`config.mk`:
```
export PLATFORM = sky130hd
export DESIGN_NAME = smr_ctrl
export DESIGN_NICKNAME = d
export VERILOG_FILES = /design/src/hw/rtl/smr_pkg.sv /design/src/hw/rtl/smr_ctrl.sv
export SDC_FILE = /design/constraint.sdc
export NUM_CORES = 1
export LEC_CHECK = 0
export BUFFER_PORTS_ARGS = -buffer_cell sky130_fd_sc_hd__buf_2
export CORE_AREA = 5 5 42 44
export CTS_CLUSTER_SIZE = 40
export DETAILED_ROUTE_END_ITERATION = 16
export DIE_AREA = 0 0 47 49
export PLACE_DENSITY = 0.38
export SYNTH_ARGS = -nofsm -noshare
export SYNTH_HDL_FRONTEND = slang
export SYNTH_SLANG_ARGS = --single-unit
```
`constraint.sdc`:
```
create_clock -name clk -period 1.4 [get_ports clk]
set_input_delay 0.14 -clock clk [delete_from_list [all_inputs] [get_ports clk]]
set_output_delay 0.14 -clock clk [all_outputs]
set_load 0.05 [all_outputs]
```
`src/hw/rtl/smr_pkg.sv`:
```
// smr_pkg: shared types, sizes and codes for the segmented message reassembler.
// No dependencies; every other file imports it.
`timescale 1ns / 1ps
package smr_pkg;

  localparam int SLOTS         = 4;
  localparam int MAX_SEGMENTS  = 32;
  localparam int MAX_SEG_BYTES = 16;
  localparam int SLOT_BYTES    = MAX_SEGMENTS * MAX_SEG_BYTES;

  localparam int SLOT_W  = $clog2(SLOTS);
  localparam int SEG_W   = 5;
  localparam int BIDX_W  = 4;
  localparam int SIZE_W  = 5;
  localparam int LEN_W   = 5;
  localparam int CNT_W   = SEG_W + 1;
  localparam int TOT_W   = 10;
  localparam int BADDR_W = $clog2(SLOT_BYTES);
  localparam int RIDX_W  = 9;
  localparam int LIM_W   = SIZE_W + CNT_W;

  localparam logic [SIZE_W-1:0] SIZE_RESET = SIZE_W'(12);

  typedef enum logic [1:0] {
    OP_WRITE = 2'd0,
    OP_READ  = 2'd1,
    OP_CLEAR = 2'd2,
    OP_NONE  = 2'd3
  } op_t;

  typedef enum logic [2:0] {
    ST_PEND  = 3'd0,
    ST_DONE  = 3'd1,
    ST_FULL  = 3'd2,
    ST_MAL   = 3'd3,
    ST_READ  = 3'd4,
    ST_CLR   = 3'd5
  } status_t;

  typedef struct packed {
    op_t               op;
    logic [15:0]       src;
    logic [23:0]       seq;
    logic [SEG_W-1:0]  seg_offset;
    logic [SEG_W-1:0]  seg_last;
    logic [BIDX_W-1:0] byte_index;
    logic [7:0]        byte_value;
    logic              end_of_segment;
    logic [1:0]        slot;
    logic [RIDX_W-1:0] read_index;
  } item_t;

  typedef struct packed {
    status_t          status;
    logic [1:0]       result_slot;
    logic [TOT_W-1:0] total_length;
    logic [7:0]       read_byte;
  } result_t;

  // controller -> datapath
  typedef struct packed {
    logic in_ready;
    logic load;
    logic eval;
    logic finish;
  } cmd_t;

  // datapath -> controller
  typedef struct packed {
    logic in_valid;
    logic out_free;
  } stat_t;

endpackage

```
`src/hw/rtl/smr_ctrl.sv`:
```
// smr_ctrl: sequencing state machine (accept, evaluate, finish).
// Depends on smr_pkg.
`timescale 1ns / 1ps
module smr_ctrl (
  input  logic           clk,
  input  logic           rst,
  input  smr_pkg::stat_t stat,
  output smr_pkg::cmd_t  cmd
);
  import smr_pkg::*;

  typedef enum logic [2:0] {
    S_IDLE = 3'b001,
    S_EVAL = 3'b010,
    S_FIN  = 3'b100
  } state_t;

  state_t state, state_next;

  always_comb begin
    cmd.finish   = (state == S_FIN) && stat.out_free;
    cmd.eval     = (state == S_EVAL);
    cmd.in_ready = (state == S_IDLE) || cmd.finish;
    cmd.load     = cmd.in_ready && stat.in_valid;
    state_next   = state;
    unique case (state)
      S_IDLE: if (cmd.load) state_next = S_EVAL;
      S_EVAL: state_next = S_FIN;
      S_FIN: begin
        if (cmd.finish) state_next = cmd.load ? S_EVAL : S_IDLE;
      end
      default: state_next = S_IDLE;
    endcase
  end

  always_ff @(posedge clk) begin
    if (rst) begin
      state <= S_IDLE;
    end else begin
      state <= state_next;
    end
  end

  a_eval_then_fin: assert property (@(posedge clk) disable iff (rst)
    cmd.eval |=> state == S_FIN) else $error("eval not followed by finish");
  a_load_to_eval: assert property (@(posedge clk) disable iff (rst)
    cmd.load |=> cmd.eval) else $error("accepted word not evaluated");
  a_fin_waits: assert property (@(posedge clk) disable iff (rst)
    (state == S_FIN) && !stat.out_free |=> state == S_FIN) else $error("finish lost");

endmodule

```
==> run metrics <==
CTS buffer count 3; post-route antenna net violation count 0; top cells by area, synth dfxtp_1, nor4b_2, nand2b_1; fin crit period ~1.3 ns; worst reg2reg startpoint state[0]; cell accounting for the most synthesized area dfxtp_1; syn nets 23; WHS Path Cells 2; most frequent cells in the layout buf_2, clkbuf_4, buf_4; largest net degree at the start of global routing 7; Critical Path RT around 1.3 ns; P_leak 0.120 nW; Slew @ Worst Pin 0.313 ns; Power Total approximately 0.00033 W; # diodes 0; largest family of logic cells by synthesized area simple AND/OR/NAND/NOR gates; Clock Power Share 46.1%; drt via density 3.79; Clock Path Buffers 2; post-placement cell area 253 sq um; worst path arrival time approximately 1.2 ns; count of boundary I/O pins 8; r2r setup slk ~0.36 ns; Initial Utilization 13.0%; maximum VDD drop between 0.2 and 0.25 mV; Area growth, synth to finish 62.3%; crit path launch type register; Fin. Hold Viols 0; gr usage total 4.64%; Die W 47 um; Worst R2R End state[0]; clock sinks 3; post-synth top area share approximately a third; First-pass DRT Iterations 2; Final setup viols 0; Seq cells post-synth 3; Crit Path Max Fanout 3; row cnt 14; simple-gate portion of the synthesized area approximately 50%; post-synthesis cell type count 14; final WL roughly 500 um; fin crit share a little over nine tenths; Mapped Area around 180 sq um; Inst Count DP 43; Worst Skew 0.00142 ns; hold path startpoint rst; DRC viols 0; global-route wire length before repair around 700 um; Int Power ~0.00023 W; number of flip-flops in the largest register 3; initial antenna violation count 0; count of final max-slew check failures 0; Worst Setup End Kind primary output; Worst Hold Class input pin to register; Clock Latency Late Sink approximately 0.23 ns; multiplexer area fraction after synthesis 5.48%; Max Cap Viol 0; R2R cell count 3; P per Cell Area 1100 nW/um^2; most common cell after layout, fill and taps aside buf_2; slew margin rel. between 70% and 80%; Root Buffer clkbuf_4; Core Area about 1400 sq um; total number of vias 182; Max Clk Rate 0.742 GHz; post-route insts no fill 48; Die Area 2300 sq um; sequential-to-total area share from yosys stat between 30% and 40%; wire per inst just over 10 um; global placement routability congestion about 0.70; hold path endpoint state[2]; P_sw 0.0000969 W; Port Buffer Count 7; biggest regs state x3; critical path class register to primary output; H-Tree Depth 1; xor/xnor share of the synthesized area 0%; # fillers roughly 170; Final WS setup 0.0522 ns; Non-Filler Cell Area, Final slightly below 300 sq um; synthesized area per cell between 9 and 10 sq um; Ys Warns 0; Post-Synth Adder-Cell Area 0%; CTS tree built; Compound-Gate Fraction of Synth Area between 10% and 20%; final core occ between 20% and 30%; status finished, final reports clean; net switching fraction of the power a little under 30%; pre-CTS setup slack 0.243 ns; share of cells above drive strength 1 between 60% and 70%; Die Ht 49 um; Nets 37; Combinational Power Share 24.0%; initial DRC count 1; Clk pin slew, worst setup/hold paths approximately 0.04 ns; Biggest register state; vias in the first global route ~180; Flop pwr share 29.9%; Synth Instances 19; HPWL after DPL 365 um; GRT overflow 0
routing by layer:
metal  global-route usage, %  routed length, um  part of all wire, %  vias to the layer above
met5                       0                  0                    0                        -
met4                    5.53                  5                  1.0                        0
met3                    2.21                 71                   14                        2
met2                    5.43                208                   42                        8
met1                    5.25                210                   42                       77
li1                        -                  -                    -                       95
Yosys cell counts:
cell,instances
o21a_1,1
nor3_1,1
nand2b_1,2
nor4bb_1,1
nor2b_1,2
dfxtp_1,3
inv_1,1
o31ai_2,1
nor2_1,2
mux2i_1,1
nor3b_1,1
nor3_2,1
nor4b_2,1
nor2b_2,1
power groups by stage:
stage                     clock, W  combinational [W]  sequential, W
after floorplan                  0          0.0000495      0.0000982
after global placement           0          0.0000718      0.0000974
after detailed placement         0          0.0000714      0.0000975
after CTS                 0.000157          0.0000732      0.0000962
after global routing      0.000166          0.0000827      0.0000981
final                     0.000150          0.0000780      0.0000973
cells by family (layout without fill, tap and decap cells):
kind of cell	count (synthesis)	in the layout
flip-flops	3	3
multiplexers	1	1
AND/OR/NAND/NOR	12	12
AO/OA/AOI/OAI	2	2
buffers and inverters	1	14
critical path: stages, from the launching register on:
cell     delay (ns)
dfxtp_1        0.33
nor2b_2        0.15
mux2i_2        0.11
nor3b_2        0.17
buf_4          0.22
timing repair:
action | in CTS | in global routing
endpoints found under the setup margin | 1 | 3
hold buffers | 0 | 0
setup buffers | 0 | 1
resized for setup | 1 | 3
area by class of cell:
class                   instances  area, sq um  area share (%)
clock buffers                   4         26.3            8.86
inverters                       1         3.75            1.27
multi-input cells              15          130            43.9
flip-flops and latches          3         61.3            20.7
well taps                      16         20.0            6.75
repair buffers                  9         55.1            18.6
per-stage QoR:
step           hold WS, ns  TNS [ns]
6_report             0.128         0
5_1_grt              0.123   -0.0130
4_1_cts              0.123         0
3_5_place_dp         0.369         0
3_3_place_gp         0.366         0
2_1_floorplan        0.211  -0.00223
how the worst max path moves through the flow:
stage / startpoint / end / slack, ns
5_1_grt: state[2] / cmd[3] / -0.01
6_report: state[0] / cmd[2] / 0.05
3_3_place_gp: state[0] / cmd[2] / 0.25
2_1_floorplan: state[0] / cmd[2] / -0.002
3_5_place_dp: state[2] / cmd[2] / 0.24
4_1_cts: state[2] / cmd[3] / 0.007
Power figures use the tool's default switching activity.
